### config.mk
export PLATFORM = sky130hd
export DESIGN_NAME = dual_phase_sine_generator_core
export DESIGN_NICKNAME = d
export VERILOG_FILES = /design/src/sv/dpsg_pkg.sv /design/src/sv/dual_phase_sine_generator_core.sv /design/src/sv/dpsg_fifo.sv /design/src/sv/dpsg_front.sv /design/src/sv/dpsg_back.sv
export SDC_FILE = /design/constraint.sdc
export NUM_CORES = 2
export LEC_CHECK = 0
export BUFFER_PORTS_ARGS = -buffer_cell sky130_fd_sc_hd__buf_2
export CORE_MARGIN = 2
export CORE_UTILIZATION = 65
export CTS_CLUSTER_DIAMETER = 60
export DETAILED_ROUTE_END_ITERATION = 7
export MAX_ROUTING_LAYER = met4
export PLACE_DENSITY = 0.84
export SETUP_SLACK_MARGIN = 0.5
export SKIP_CTS_REPAIR_TIMING = 1
export SYNTH_ARGS = -nofsm -noshare
export SYNTH_HDL_FRONTEND = slang
export SYNTH_SLANG_ARGS = --single-unit
### constraint.sdc
create_clock -name clk_i -period 9.6 [get_ports clk_i]
set_input_delay 1.92 -clock clk_i [delete_from_list [all_inputs] [get_ports clk_i]]
set_output_delay 1.92 -clock clk_i [all_outputs]
set_load 0.05 [all_outputs]
### src/sv/dpsg_pkg.sv
// package for the dual phase sine generator
// types and constants shared by the dpsg modules, and the sine table used by the back
// no dependencies
`default_nettype none

package dpsg_pkg;

  localparam int TABLE_LENGTH   = 128;
  localparam int DAC_FULL_SCALE = 4095;
  localparam int IDX_W          = $clog2(TABLE_LENGTH);
  localparam int POS_W          = 8;
  localparam int DAC_W          = 16;
  localparam int ELAPSED_W      = 16;
  localparam int ACC_W          = 32;
  localparam int PHASE_W        = 8;
  localparam int SAMPLE_W       = 16;
  localparam int PROD_W         = 32;
  localparam int IN_DATA_W      = 24;
  localparam int OUT_DATA_W     = 40;
  localparam int CFG_IDX_W      = 3;
  localparam int CFG_DATA_W     = 32;
  localparam int FIFO_DEPTH     = 4;
  localparam int FIFO_PTR_W     = $clog2(FIFO_DEPTH);
  localparam int FIFO_CNT_W     = $clog2(FIFO_DEPTH + 1);
  localparam logic [ACC_W-1:0] PERIOD_RESET = 32'd7812;

  typedef enum logic [1:0] {
    MODE_BOTH   = 2'd0,
    MODE_FIRST  = 2'd1,
    MODE_SECOND = 2'd2,
    MODE_PAUSE  = 2'd3
  } mode_e;

  typedef enum logic [CFG_IDX_W-1:0] {
    REG_MODE       = 3'd0,
    REG_FIRST_AMP  = 3'd1,
    REG_SECOND_AMP = 3'd2,
    REG_FIRST_OFF  = 3'd3,
    REG_SECOND_OFF = 3'd4,
    REG_PHASE      = 3'd5,
    REG_PERIOD     = 3'd6
  } cfg_reg_e;

  typedef struct packed {
    mode_e             mode;
    logic [DAC_W-1:0]  first_amp;
    logic [DAC_W-1:0]  second_amp;
    logic [DAC_W-1:0]  first_off;
    logic [DAC_W-1:0]  second_off;
    logic [IDX_W-1:0]  phase_mod;
    logic [ACC_W-1:0]  period;
  } cfg_t;

  // one classified word between front and back
  typedef struct packed {
    logic [IDX_W-1:0] idx;
    logic             wr_first;
    logic             wr_second;
    logic             use_phase;
  } step_t;

  typedef logic signed [SAMPLE_W-1:0] sine_rom_t [TABLE_LENGTH];
  typedef logic [IDX_W-1:0] phase_tab_t [2**PHASE_W];

  localparam int QUARTER_WAVE [33] = '{
    0, 1608, 3212, 4808, 6393, 7962, 9512, 11039,
    12539, 14010, 15446, 16846, 18204, 19519, 20787, 22005,
    23170, 24279, 25329, 26319, 27245, 28105, 28898, 29621,
    30273, 30852, 31356, 31785, 32137, 32412, 32609, 32728,
    32767
  };

  function automatic int coarse_sine(int pos);
    int p;
    int quad;
    int r;
    int mag;
    p    = pos & 127;
    quad = p >> 5;
    r    = p & 31;
    mag  = ((quad & 1) != 0) ? QUARTER_WAVE[32 - r] : QUARTER_WAVE[r];
    return ((quad & 2) != 0) ? -mag : mag;
  endfunction

  function automatic sine_rom_t build_sine_rom();
    sine_rom_t rom;
    int fine;
    int c;
    int frac;
    int s0;
    int s1;
    for (int k = 0; k < TABLE_LENGTH; k++) begin
      fine   = (k * 32768) / TABLE_LENGTH;
      c      = fine >> 8;
      frac   = fine & 255;
      s0     = coarse_sine(c);
      s1     = coarse_sine(c + 1);
      rom[k] = SAMPLE_W'(s0 + ((s1 - s0) * frac) / 256);
    end
    return rom;
  endfunction

  function automatic phase_tab_t build_phase_tab();
    phase_tab_t tab;
    for (int k = 0; k < 2**PHASE_W; k++) begin
      tab[k] = IDX_W'(k % TABLE_LENGTH);
    end
    return tab;
  endfunction

  localparam sine_rom_t  SINE_ROM  = build_sine_rom();
  localparam phase_tab_t PHASE_MOD = build_phase_tab();

endpackage

`default_nettype wire

### src/sv/dual_phase_sine_generator_core.sv
// top level of the dual phase sine generator: config registers, front, queue, back
// depends on dpsg_pkg, dpsg_front, dpsg_fifo, dpsg_back
//
// channel  dir  handshake                  word
// s_axis   in   s_axis_tvalid/tready       tdata[15:0] elapsed_us, [16] dac_enable
// m_axis   out  m_axis_tvalid/tready       tdata[15:0] first_dac, [31:16] second_dac,
//                                          [39:32] table_position
// cfg      in   cfg_valid_i/cfg_ready_o    cfg_index_i register, cfg_data_i value
//
// one word per cycle in and out unless the queue is full or the output stalls
// the accumulator add and compare are combinational in the front; the queue then feeds the back
// the back runs sine lookup, 16x16 multiply and clamp as three register stages
// reset clears accumulator, index and dac registers; mode comes up paused
// a stalled output holds the back; the four word queue keeps the front taking input until it is full
`default_nettype none

module dual_phase_sine_generator_core (
  input  wire logic                               clk_i,
  input  wire logic                               rst_ni,
  input  wire logic                               s_axis_tvalid,
  output logic                                    s_axis_tready,
  input  wire logic [dpsg_pkg::IN_DATA_W-1:0]     s_axis_tdata, // elapsed_us, dac_enable
  output logic                                    m_axis_tvalid,
  input  wire logic                               m_axis_tready,
  output logic [dpsg_pkg::OUT_DATA_W-1:0]         m_axis_tdata, // first_dac, second_dac, table_position
  input  wire logic                               cfg_valid_i,
  output logic                                    cfg_ready_o,
  input  wire logic [dpsg_pkg::CFG_IDX_W-1:0]     cfg_index_i,
  input  wire logic [dpsg_pkg::CFG_DATA_W-1:0]    cfg_data_i
);

  dpsg_pkg::cfg_t  cfg_q, cfg_d;
  logic            q_push, q_full, q_pop, q_empty;
  dpsg_pkg::step_t q_wdata, q_rdata;

  assign cfg_ready_o = 1'b1;

  always_comb begin
    cfg_d = cfg_q;
    if (cfg_valid_i) begin
      unique case (cfg_index_i)
        dpsg_pkg::REG_MODE:       cfg_d.mode       = dpsg_pkg::mode_e'(cfg_data_i[1:0]);
        dpsg_pkg::REG_FIRST_AMP:  cfg_d.first_amp  = cfg_data_i[dpsg_pkg::DAC_W-1:0];
        dpsg_pkg::REG_SECOND_AMP: cfg_d.second_amp = cfg_data_i[dpsg_pkg::DAC_W-1:0];
        dpsg_pkg::REG_FIRST_OFF:  cfg_d.first_off  = cfg_data_i[dpsg_pkg::DAC_W-1:0];
        dpsg_pkg::REG_SECOND_OFF: cfg_d.second_off = cfg_data_i[dpsg_pkg::DAC_W-1:0];
        dpsg_pkg::REG_PHASE:
          cfg_d.phase_mod = dpsg_pkg::PHASE_MOD[cfg_data_i[dpsg_pkg::PHASE_W-1:0]];
        dpsg_pkg::REG_PERIOD:     cfg_d.period     = cfg_data_i[dpsg_pkg::ACC_W-1:0];
        default: ;
      endcase
    end
  end

  always_ff @(posedge clk_i or negedge rst_ni) begin
    if (!rst_ni) begin
      cfg_q.mode       <= dpsg_pkg::MODE_PAUSE;
      cfg_q.first_amp  <= '0;
      cfg_q.second_amp <= '0;
      cfg_q.first_off  <= '0;
      cfg_q.second_off <= '0;
      cfg_q.phase_mod  <= '0;
      cfg_q.period     <= dpsg_pkg::PERIOD_RESET;
    end else begin
      cfg_q <= cfg_d;
    end
  end

  dpsg_front u_front (
    .clk_i         (clk_i),
    .rst_ni        (rst_ni),
    .cfg_i         (cfg_q),
    .s_axis_tvalid (s_axis_tvalid),
    .s_axis_tready (s_axis_tready),
    .s_axis_tdata  (s_axis_tdata),
    .q_full_i      (q_full),
    .q_push_o      (q_push),
    .q_data_o      (q_wdata)
  );

  dpsg_fifo u_fifo (
    .clk_i   (clk_i),
    .rst_ni  (rst_ni),
    .push_i  (q_push),
    .data_i  (q_wdata),
    .full_o  (q_full),
    .pop_i   (q_pop),
    .data_o  (q_rdata),
    .empty_o (q_empty)
  );

  dpsg_back u_back (
    .clk_i         (clk_i),
    .rst_ni        (rst_ni),
    .cfg_i         (cfg_q),
    .q_empty_i     (q_empty),
    .q_data_i      (q_rdata),
    .q_pop_o       (q_pop),
    .m_axis_tvalid (m_axis_tvalid),
    .m_axis_tready (m_axis_tready),
    .m_axis_tdata  (m_axis_tdata)
  );

endmodule

`default_nettype wire

### src/sv/dpsg_fifo.sv
// short queue of classified step words between front and back
// depends on dpsg_pkg
`default_nettype none

module dpsg_fifo (
  input  wire logic           clk_i,
  input  wire logic           rst_ni,
  input  wire logic           push_i,
  input  wire dpsg_pkg::step_t data_i,
  output logic                full_o,
  input  wire logic           pop_i,
  output dpsg_pkg::step_t     data_o,
  output logic                empty_o
);

  dpsg_pkg::step_t mem_q [dpsg_pkg::FIFO_DEPTH];
  logic [dpsg_pkg::FIFO_PTR_W-1:0] wr_ptr_q, wr_ptr_d;
  logic [dpsg_pkg::FIFO_PTR_W-1:0] rd_ptr_q, rd_ptr_d;
  logic [dpsg_pkg::FIFO_CNT_W-1:0] cnt_q, cnt_d;

  assign full_o  = (cnt_q == dpsg_pkg::FIFO_CNT_W'(dpsg_pkg::FIFO_DEPTH));
  assign empty_o = (cnt_q == '0);
  assign data_o  = mem_q[rd_ptr_q];

  always_comb begin
    wr_ptr_d = wr_ptr_q;
    rd_ptr_d = rd_ptr_q;
    cnt_d    = cnt_q;
    if (push_i) begin
      wr_ptr_d = (wr_ptr_q == dpsg_pkg::FIFO_PTR_W'(dpsg_pkg::FIFO_DEPTH - 1)) ? '0
                 : wr_ptr_q + 1'b1;
    end
    if (pop_i) begin
      rd_ptr_d = (rd_ptr_q == dpsg_pkg::FIFO_PTR_W'(dpsg_pkg::FIFO_DEPTH - 1)) ? '0
                 : rd_ptr_q + 1'b1;
    end
    if (push_i && !pop_i) begin
      cnt_d = cnt_q + 1'b1;
    end else if (!push_i && pop_i) begin
      cnt_d = cnt_q - 1'b1;
    end
  end

  always_ff @(posedge clk_i or negedge rst_ni) begin
    if (!rst_ni) begin
      wr_ptr_q <= '0;
      rd_ptr_q <= '0;
      cnt_q    <= '0;
    end else begin
      wr_ptr_q <= wr_ptr_d;
      rd_ptr_q <= rd_ptr_d;
      cnt_q    <= cnt_d;
    end
  end

  always_ff @(posedge clk_i) begin
    if (push_i) begin
      mem_q[wr_ptr_q] <= data_i;
    end
  end

  a_no_overflow: assert property (@(posedge clk_i) disable iff (!rst_ni)
    !(full_o && push_i)) else $error("queue written while full");

  a_no_underflow: assert property (@(posedge clk_i) disable iff (!rst_ni)
    !(empty_o && pop_i)) else $error("queue read while empty");

  a_count_tracks: assert property (@(posedge clk_i) disable iff (!rst_ni)
    (push_i && !pop_i) |=> (cnt_q == $past(cnt_q) + 1'b1))
    else $error("queue count lost a word");

endmodule

`default_nettype wire

### src/sv/dpsg_front.sv
// front end: time accumulator, table index and step classification
// depends on dpsg_pkg
`default_nettype none

module dpsg_front (
  input  wire logic                              clk_i,
  input  wire logic                              rst_ni,
  input  wire dpsg_pkg::cfg_t                    cfg_i,
  input  wire logic                              s_axis_tvalid,
  output logic                                   s_axis_tready,
  input  wire logic [dpsg_pkg::IN_DATA_W-1:0]    s_axis_tdata, // elapsed_us, dac_enable
  input  wire logic                              q_full_i,
  output logic                                   q_push_o,
  output dpsg_pkg::step_t                        q_data_o
);

  logic [dpsg_pkg::ACC_W-1:0] acc_q, acc_d;
  logic [dpsg_pkg::IDX_W-1:0] idx_q, idx_d;
  logic [dpsg_pkg::ACC_W:0]   sum;
  logic [dpsg_pkg::ACC_W-1:0] sat;
  logic                       enable;
  logic                       step;

  assign s_axis_tready = !q_full_i;
  assign q_push_o      = s_axis_tvalid && s_axis_tready;
  assign enable        = s_axis_tdata[dpsg_pkg::ELAPSED_W];

  always_comb begin
    sum  = {1'b0, acc_q} + (dpsg_pkg::ACC_W + 1)'(s_axis_tdata[dpsg_pkg::ELAPSED_W-1:0]);
    sat  = sum[dpsg_pkg::ACC_W] ? '1 : sum[dpsg_pkg::ACC_W-1:0];
    step = (cfg_i.mode != dpsg_pkg::MODE_PAUSE) && (sat > cfg_i.period);
    acc_d = acc_q;
    idx_d = idx_q;
    if (q_push_o) begin
      acc_d = step ? '0 : sat;
      if (step) begin
        idx_d = (idx_q == dpsg_pkg::IDX_W'(dpsg_pkg::TABLE_LENGTH - 1)) ? '0
                : idx_q + 1'b1;
      end
    end
    q_data_o.idx       = idx_d;
    q_data_o.wr_first  = step && enable && (cfg_i.mode != dpsg_pkg::MODE_SECOND);
    q_data_o.wr_second = step && enable && (cfg_i.mode != dpsg_pkg::MODE_FIRST);
    q_data_o.use_phase = (cfg_i.mode == dpsg_pkg::MODE_BOTH);
  end

  always_ff @(posedge clk_i or negedge rst_ni) begin
    if (!rst_ni) begin
      acc_q <= '0;
      idx_q <= '0;
    end else begin
      acc_q <= acc_d;
      idx_q <= idx_d;
    end
  end

endmodule

`default_nettype wire

### src/sv/dpsg_back.sv
// back end: sine lookup, scaling, clamping and the dac output registers
// depends on dpsg_pkg
`default_nettype none

module dpsg_back (
  input  wire logic                              clk_i,
  input  wire logic                              rst_ni,
  input  wire dpsg_pkg::cfg_t                    cfg_i,
  input  wire logic                              q_empty_i,
  input  wire dpsg_pkg::step_t                   q_data_i,
  output logic                                   q_pop_o,
  output logic                                   m_axis_tvalid,
  input  wire logic                              m_axis_tready,
  output logic [dpsg_pkg::OUT_DATA_W-1:0]        m_axis_tdata // first_dac, second_dac, table_position
);

  logic adv;

  logic                                 s1_valid_q;
  dpsg_pkg::step_t                      s1_ctrl_q;
  logic signed [dpsg_pkg::SAMPLE_W-1:0] s1_sine1_q, s1_sine2_q;

  logic                                 s2_valid_q;
  dpsg_pkg::step_t                      s2_ctrl_q;
  logic signed [dpsg_pkg::PROD_W-1:0]   s2_prod1_q, s2_prod2_q;

  logic                                 out_valid_q;
  logic [dpsg_pkg::DAC_W-1:0]           first_out_q, first_out_d;
  logic [dpsg_pkg::DAC_W-1:0]           second_out_q, second_out_d;
  logic [dpsg_pkg::IDX_W-1:0]           pos_q;

  logic [dpsg_pkg::IDX_W:0]             pos_sum;
  logic [dpsg_pkg::IDX_W-1:0]           pos2;
  logic signed [dpsg_pkg::SAMPLE_W-1:0] half1, half2;

  function automatic logic [dpsg_pkg::DAC_W-1:0] level(
    input logic signed [dpsg_pkg::PROD_W-1:0] prod,
    input logic [dpsg_pkg::DAC_W-1:0]         off
  );
    logic signed [dpsg_pkg::PROD_W-1:0] biased;
    logic signed [dpsg_pkg::DAC_W:0]    swing;
    logic signed [dpsg_pkg::DAC_W+1:0]  v;
    biased = prod[dpsg_pkg::PROD_W-1] ? prod + 32'sd32767 : prod;
    swing  = biased[dpsg_pkg::DAC_W+15:15];
    v      = $signed({2'b00, off}) + (dpsg_pkg::DAC_W + 2)'(swing);
    if (v < 0) begin
      return '0;
    end else if (v > (dpsg_pkg::DAC_W + 2)'(dpsg_pkg::DAC_FULL_SCALE)) begin
      return dpsg_pkg::DAC_W'(dpsg_pkg::DAC_FULL_SCALE);
    end else begin
      return v[dpsg_pkg::DAC_W-1:0];
    end
  endfunction

  assign adv           = !out_valid_q || m_axis_tready;
  assign q_pop_o       = adv && !q_empty_i;
  assign m_axis_tvalid = out_valid_q;
  assign m_axis_tdata  = {dpsg_pkg::POS_W'(pos_q), second_out_q, first_out_q};

  always_comb begin
    pos_sum = {1'b0, q_data_i.idx} + {1'b0, cfg_i.phase_mod};
    if (pos_sum >= (dpsg_pkg::IDX_W + 1)'(dpsg_pkg::TABLE_LENGTH)) begin
      pos_sum = pos_sum - (dpsg_pkg::IDX_W + 1)'(dpsg_pkg::TABLE_LENGTH);
    end
    pos2  = q_data_i.use_phase ? pos_sum[dpsg_pkg::IDX_W-1:0] : q_data_i.idx;
    half1 = $signed({1'b0, cfg_i.first_amp[dpsg_pkg::DAC_W-1:1]});
    half2 = $signed({1'b0, cfg_i.second_amp[dpsg_pkg::DAC_W-1:1]});
    first_out_d  = s2_ctrl_q.wr_first ? level(s2_prod1_q, cfg_i.first_off) : first_out_q;
    second_out_d = s2_ctrl_q.wr_second ? level(s2_prod2_q, cfg_i.second_off) : second_out_q;
  end

  always_ff @(posedge clk_i or negedge rst_ni) begin
    if (!rst_ni) begin
      s1_valid_q   <= 1'b0;
      s2_valid_q   <= 1'b0;
      out_valid_q  <= 1'b0;
      first_out_q  <= '0;
      second_out_q <= '0;
      pos_q        <= '0;
    end else if (adv) begin
      s1_valid_q  <= !q_empty_i;
      s2_valid_q  <= s1_valid_q;
      out_valid_q <= s2_valid_q;
      if (s2_valid_q) begin
        first_out_q  <= first_out_d;
        second_out_q <= second_out_d;
        pos_q        <= s2_ctrl_q.idx;
      end
    end
  end

  always_ff @(posedge clk_i) begin
    if (adv) begin
      s1_ctrl_q  <= q_data_i;
      s1_sine1_q <= dpsg_pkg::SINE_ROM[q_data_i.idx];
      s1_sine2_q <= dpsg_pkg::SINE_ROM[pos2];
      s2_ctrl_q  <= s1_ctrl_q;
      s2_prod1_q <= half1 * s1_sine1_q;
      s2_prod2_q <= half2 * s1_sine2_q;
    end
  end

  a_first_in_range: assert property (@(posedge clk_i) disable iff (!rst_ni)
    first_out_q <= dpsg_pkg::DAC_W'(dpsg_pkg::DAC_FULL_SCALE))
    else $error("first dac above full scale");

  a_second_in_range: assert property (@(posedge clk_i) disable iff (!rst_ni)
    second_out_q <= dpsg_pkg::DAC_W'(dpsg_pkg::DAC_FULL_SCALE))
    else $error("second dac above full scale");

  a_hold_on_stall: assert property (@(posedge clk_i) disable iff (!rst_ni)
    !adv |=> ($stable(first_out_q) && $stable(second_out_q) && $stable(pos_q)))
    else $error("dac state changed while output stalled");

endmodule

`default_nettype wire

* Word-level counts from Yosys, hierarchy flattened
Memory sizes are Yosys's and may differ from the RTL's. A register that Yosys moved wholly into a read port is not among the register bits. Index checks and enable logic that the tools add are counted.
Operators by class: add/sub/neg operators 12, multiply operators 2, order comparisons 6, eq/ne operators 13, mux-type cells 19, bitwise operators 3, reduce and logical (&&, ||, !) cells 29
Operator list (number):
- $mux 32 | 4
- $add 32x16->32 const B | 2
- $mul 16x16->32 | 2
- $mux 16 | 4
- $add 17x17->18 | 2
- $gt 18x13->1 const B | 2
- $lt 18x1->1 const B | 2
- $mux 7 | 5
- $add 32x16->33 | 1
- $gt 32x32->1 | 1
- $not 7->8 | 2
- $reduce_and 2->1 | 8
- $eq 3x3->1 const B | 4
- $not 8->9 | 1
- $add 7x7->8 | 1
- $ge 8x8->1 const B | 1
- $logic_and 1x1->1 | 8
- $add 7x1->7 const B | 1
- $eq 7x7->1 const B | 1
- $sub 7x1->7 const B | 1
- $eq 3x2->1 const B | 2
- $logic_not 1->1 | 6
- $logic_not 3->1 | 2
- $mux 3 | 2
- other kinds (13) | 19
Storage, ports and cells: flip-flop bits (word level) 268, memory bits (writable) 40, memory bits (read-only) 5888, input port bits 64, output and inout port bits 43, logic and storage cells 113, memories kept 4
Memory list:
- (name not given) | depth 128, bits a word 16, read ports 1, clocked after memory_dff 1, wr ports 0, RTL line dpsg_back.sv:96 | s1_sine2_q <= dpsg_pkg::SINE_ROM[pos2];
- (name not given) | depth 128, bits a word 16, read ports 1, clocked after memory_dff 1, wr ports 0, RTL line dpsg_back.sv:95 | s1_sine1_q <= dpsg_pkg::SINE_ROM[q_data_i.idx];
- (name not given) | depth 256, bits a word 7, read ports 1, clocked after memory_dff 1, wr ports 0, RTL line dual_phase_sine_generator_core.sv:48 | cfg_d.phase_mod = dpsg_pkg::PHASE_MOD[cfg_data_i[dpsg_pkg::PHASE_W-1:0]];
- u_fifo.mem_q | depth 4, bits a word 10, read ports 1, clocked after memory_dff 0, wr ports 1, RTL line dpsg_fifo.sv:16 | dpsg_pkg::step_t mem_q [dpsg_pkg::FIFO_DEPTH];

* Longest topological paths before layout
depth in word-level cells 7, gate-level depth with buffers 25, gate-level depth less buffers 24

* By module
From an unflattened synthesis, not the netlist that was laid out.
Unflattened totals: cells, all modules 4253, area total of the unflattened synthesis 39271.4 µm²
By module, submodules not included:
- dpsg_back | instances 1, cells each 3456, area an instance 29414.5 µm², seq. area each 4474.3 µm²
- dual_phase_sine_generator_core | instances 1, cells each 230, area an instance 4102.7 µm², seq. area each 2637.5 µm²
- dpsg_front | instances 1, cells each 478, area an instance 3892.5 µm², seq. area each 975.9 µm²
- dpsg_fifo | instances 1, cells each 89, area an instance 1861.8 µm², seq. area each 1376.3 µm²

* Least setup slack after synthesis
No wires, ideal clock.
path type in2reg, from input port m_axis_tready, to register u_back.first_out_q[2] (netlist name), setup time 0.123 ns, data arrival time 6.904 ns, required time 9.477 ns, path slack 2.574 ns, cell stages on the path 9, buffers on the path 3, cells stage by stage nand2b_1 -> clkbuf_1 -> and3_1 -> clkbuf_1 -> o311ai_0 -> a2111oi_2 -> o21ai_1 -> buf_6 -> o221a_2
Between the ends: word-level cells in the longest chain between the ends 2
Ends and longest elaborated chain:
- start, declared | RTL line dual_phase_sine_generator_core.sv:24 | input wire logic m_axis_tready,
- $logic_or 1x1->1 | RTL line dpsg_back.sv:55 | assign adv = !out_valid_q || m_axis_tready;
- via u_back.adv | RTL line dpsg_back.sv:17 | logic adv;
- $reduce_and 3->1 (no line)
- end signal, assigned | RTL line dpsg_back.sv:85 | first_out_q <= first_out_d;
- end, declared | RTL line dpsg_back.sv:28 | logic [dpsg_pkg::DAC_W-1:0] first_out_q, first_out_d;
The timed path passes the listed nets, and every way through them passes these cells. A chain may end at the register's enable or synchronous reset.

==> metrics.md <==
| Metric | Value |
|---|---|
| Required @ worst endpoint | `9.93 ns` |
| Total die area | `60800 sq um` |
| Worst reg-to-reg path cell count | `19` |
| Antenna-violating nets left | `0` |
| CTS buffer count | `42` |
| Worst-skew pair later-pin latency | `0.57 ns` |
| Reg2reg start | `cfg_q[98]` |
| Final Instance Area | `40500 sq um` |
| CTS tree | `done` |
| Placed insts | `4806` |
| Crit Path Class | `in2reg` |
| Final Routed Wirelength | `99800 microns` |
| Slew HR | `16.1%` |
| Final Hold Slack | `0.424 ns` |
| Buffer and inverter count on the worst path | `2` |
| Cells along the critical path | `buf_2 > ha_1 > fa_1 > a21o_1 > a21oi_1 > o21a_1 > o21a_1 > a21oi_1 > o2111a_1 > nand2b_1 > buf_4 > nand2_1 > ha_1 > a21o_1 > a21o_1 > a21oi_1 > o21ai_0 > a21oi_1 > o22a_1 > or2_2 > nor2_1 > xor2_1` |
| Cell taking the most area after synthesis | `fa_1` |
| Hold path start | `u_back.s1_ctrl_q[1]` |
| Core footprint | `57900 sq um` |
| Placed Area | `39100 sq um` |
| Commonest non-fill, non-tap cells in the layout | `inv_1, nand2_1, ha_1, fa_1, a21oi_1` |
| HP Class | `reg2reg` |
| Worst slew pin tran | `1.25 ns` |
| Status | `completed` |
| Sequential cell area fraction in the yosys report | `24.6%` |
| Mapped Cells | `4131` |
| Root Buffer | `clkbuf_16` |
| Initial Util | `66.0%` |
| Slowest stage delay, CP | `0.64 ns` |
| Fin crit share | `76.5%` |
| Ys Warns | `0` |
| WL per Instance | `20.4 microns` |
| Maximum capacitance violations | `0` |
| DR pass1 iterations | `7` |
| Synth Register Bits | `345` |
| CP top delay family | `compound AO/OA/AOI/OAI gates` |
| Total gr overflow | `0` |
| Initial antenna violation count | `8` |
| Global-route wire length before repair | `161000 microns` |
| Worst path slowest cell | `nand2b_1` |
| Via density | `6.34` |
| Crit path DAT | `7.68 ns` |
| Post-route DRC violation count | `0` |
| All-Layer GR Usage | `34.4%` |
| Worst r2r dst | `u_back.s2_prod1_q[30]` |
| Vias in the first global route | `31200` |
| Ranking of synthesized cells by area | `fa_1, ha_1, edfxtp_1` |
| Share of cells above drive strength 1 | `9.23%` |
| Fin. Hold Viols | `0` |
| IO Count | `107` |
| Post-synth EDFFs | `154` |
| Gp weighted congestion | `1.00` |
| Synth Area per Inst | `9.25 sq um` |
| Final non-filler cell total | `4897` |
| Worst-case clock buffer depth | `3` |
| Hpwl dp | `70800 microns` |
| RSZ-0062 raised after global routing | `false` |
| Final setup fails | `0` |
| Synth Flop Type | `dfrtp_1` |
| Commonest non-fill, non-tap cell in the layout | `inv_1` |
| DR vias | `31000` |
| Die height | `247 microns` |
| Reg clk slew, reported paths | `0.06 ns` |
| R2R Setup Slk | `2.70 ns` |
| Starting DRT DRC Count | `3409` |
| Number of core rows | `88` |
| Post-synth cell types | `89` |
| Synth top area share | `19.1%` |
| # port buffers | `97` |
| Hold EP | `u_back.s2_ctrl_q[1]` |
| Syn nets | `4936` |
| Top cell by count, worst path | `a21oi_1` |
| Layout area overhead | `6.03%` |
| Max Slew Vio Count | `0` |
| Width of the die | `247 microns` |
| Post-synthesis async set-or-reset flop share | `55.4%` |
| Startpoint Class | `input port` |
| Cells on Worst Hold Path | `0` |
| Largest net degree at the start of global routing | `86` |
| Clock Skew | `0.0256 ns` |
| Max Fclk | `136 MHz` |
| Synthesized cell area | `38200 sq um` |
| Fin crit period | `7.35 ns` |
| Setup TNS | `0 ns` |
| Clk sinks | `345` |
| Element type at the critical path end | `flip-flop` |
| H-tree Lvls | `2` |
| Layout Nets | `4890` |
| Crit-path max FO | `26` |
## registers in the layout (all words and copies together), names as in the netlist, 2 cells and up
register / flops
u_back.s1_sine2_q: 16
u_fifo.wr_ptr_q: 2
u_back.s1_sine1_q: 16
u_back.s2_prod1_q: 32
u_back.s2_ctrl_q: 9
u_front.idx_q: 7
u_back.s2_prod2_q: 32
u_front.acc_q: 32
u_back.s1_ctrl_q: 9
u_fifo.cnt_q: 3
cfg_q: 103
u_back.first_out_q: 16
u_fifo.rd_ptr_q: 2
u_back.pos_q: 7
u_back.second_out_q: 16
u_fifo.mem_q: 40
## routing by layer
| metal | share of wire, % | vias up | global-route usage (%) |
|---|---|---|---|
| met2 | 45 | 1854 | 52.9 |
| met4 | 4.7 | 0 | 15.5 |
| li1 | - | 13900 | - |
| met3 | 11 | 364 | 8.42 |
| met1 | 39 | 14900 | 43.2 |
| met5 | 0 | - | - |
## worst register-to-register path, cell delays in order, from the launching register on
cell and delay (ns):
dfrtp_1 0.82, nand2_1 0.19, fa_1 0.58, inv_1 0.06, fa_1 0.53, inv_1 0.05, fa_1 0.50, fa_1 0.57
fa_1 0.44, fa_1 0.51, inv_1 0.06, ha_1 0.37, o211ai_1 0.11, a21oi_1 0.21, o21ai_1 0.21, o41ai_1 0.70
a41o_1 0.30, a41o_1 0.20, o41ai_1 0.08, xnor2_1 0.15
## cell usage after synthesis (7+ instances only)
library cell and number:
a211oi_1 35, o21bai_1 16, nor4_1 12, and2_1 181, nor3_1 56, buf_1 22, inv_1 538, o31ai_1 10
clkbuf_1 151, nand4_1 25, a221oi_1 11, fa_1 365, o221a_2 14, mux2_2 122, or3_1 9, nand3_1 69
dfstp_2 8, a21o_1 68, ha_1 376, nor2b_1 18, o21a_1 21, and3_1 27, a31oi_1 53, buf_2 30
a21oi_1 238, dfrtp_1 183, nor2_1 171, o211ai_1 38, o221ai_1 7, xnor2_1 98, a2111oi_0 10, o22ai_1 14
a311oi_1 13, nand2_1 494, o21ai_0 201, xor2_1 48, mux4_2 7, edfxtp_1 154, o311ai_0 18, nand2b_1 45
mux2i_1 16
## kinds of logic after synthesis
logic type | synth area share [%]
buffers and inverters | 7.66
and+or+nand+nor | 14.0
muxes | 4.50
adders and majority gates | 31.4
xor gates and xnor gates | 3.35
DFF | 24.6
AOI/OAI and AO/OA | 14.4
other | 0.0196
## how the worst max path moves through the flow
stage	startpoint	to	slack (ns)	cells past startpoint
4_1_cts	s_axis_tdata[0]	u_fifo.mem_q[3][7]	2.33	22
2_1_floorplan	m_axis_tready	u_back.first_out_q[2]	2.57	9
3_3_place_gp	s_axis_tdata[0]	u_fifo.mem_q[0][7]	1.86	22
6_report	s_axis_tdata[0]	u_fifo.mem_q[3][7]	2.25	22
5_1_grt	s_axis_tdata[0]	u_fifo.mem_q[3][7]	1.90	22
3_5_place_dp	s_axis_tdata[0]	u_fifo.mem_q[3][7]	1.71	22
## stage by stage
step           setup WS [ns]  utilization, %
2_1_floorplan           2.57               -
3_3_place_gp            1.86            67.4
3_5_place_dp            1.71            67.4
4_1_cts                 2.33            69.9
5_1_grt                 1.90            70.0
6_report                2.25            70.0
## layout make-up
| class | count | area, sq um |
|---|---|---|
| Timing Repair Buffer | 123 | 689 |
| Tap cell | 765 | 957 |
| Antenna cell | 15 | 37.5 |
| Fill cell | 4228 | 17400 |
| Sequential cell | 345 | 9410 |
| Inverter | 544 | 2040 |
| Clock inverter | 24 | 293 |
| Multi-Input combinational cell | 3029 | 26000 |
| Clock buffer | 52 | 1150 |
Power is left out: the tool's default activity adds up to more than one toggle a clock period on the data nets, which glitch-free logic cannot reach.
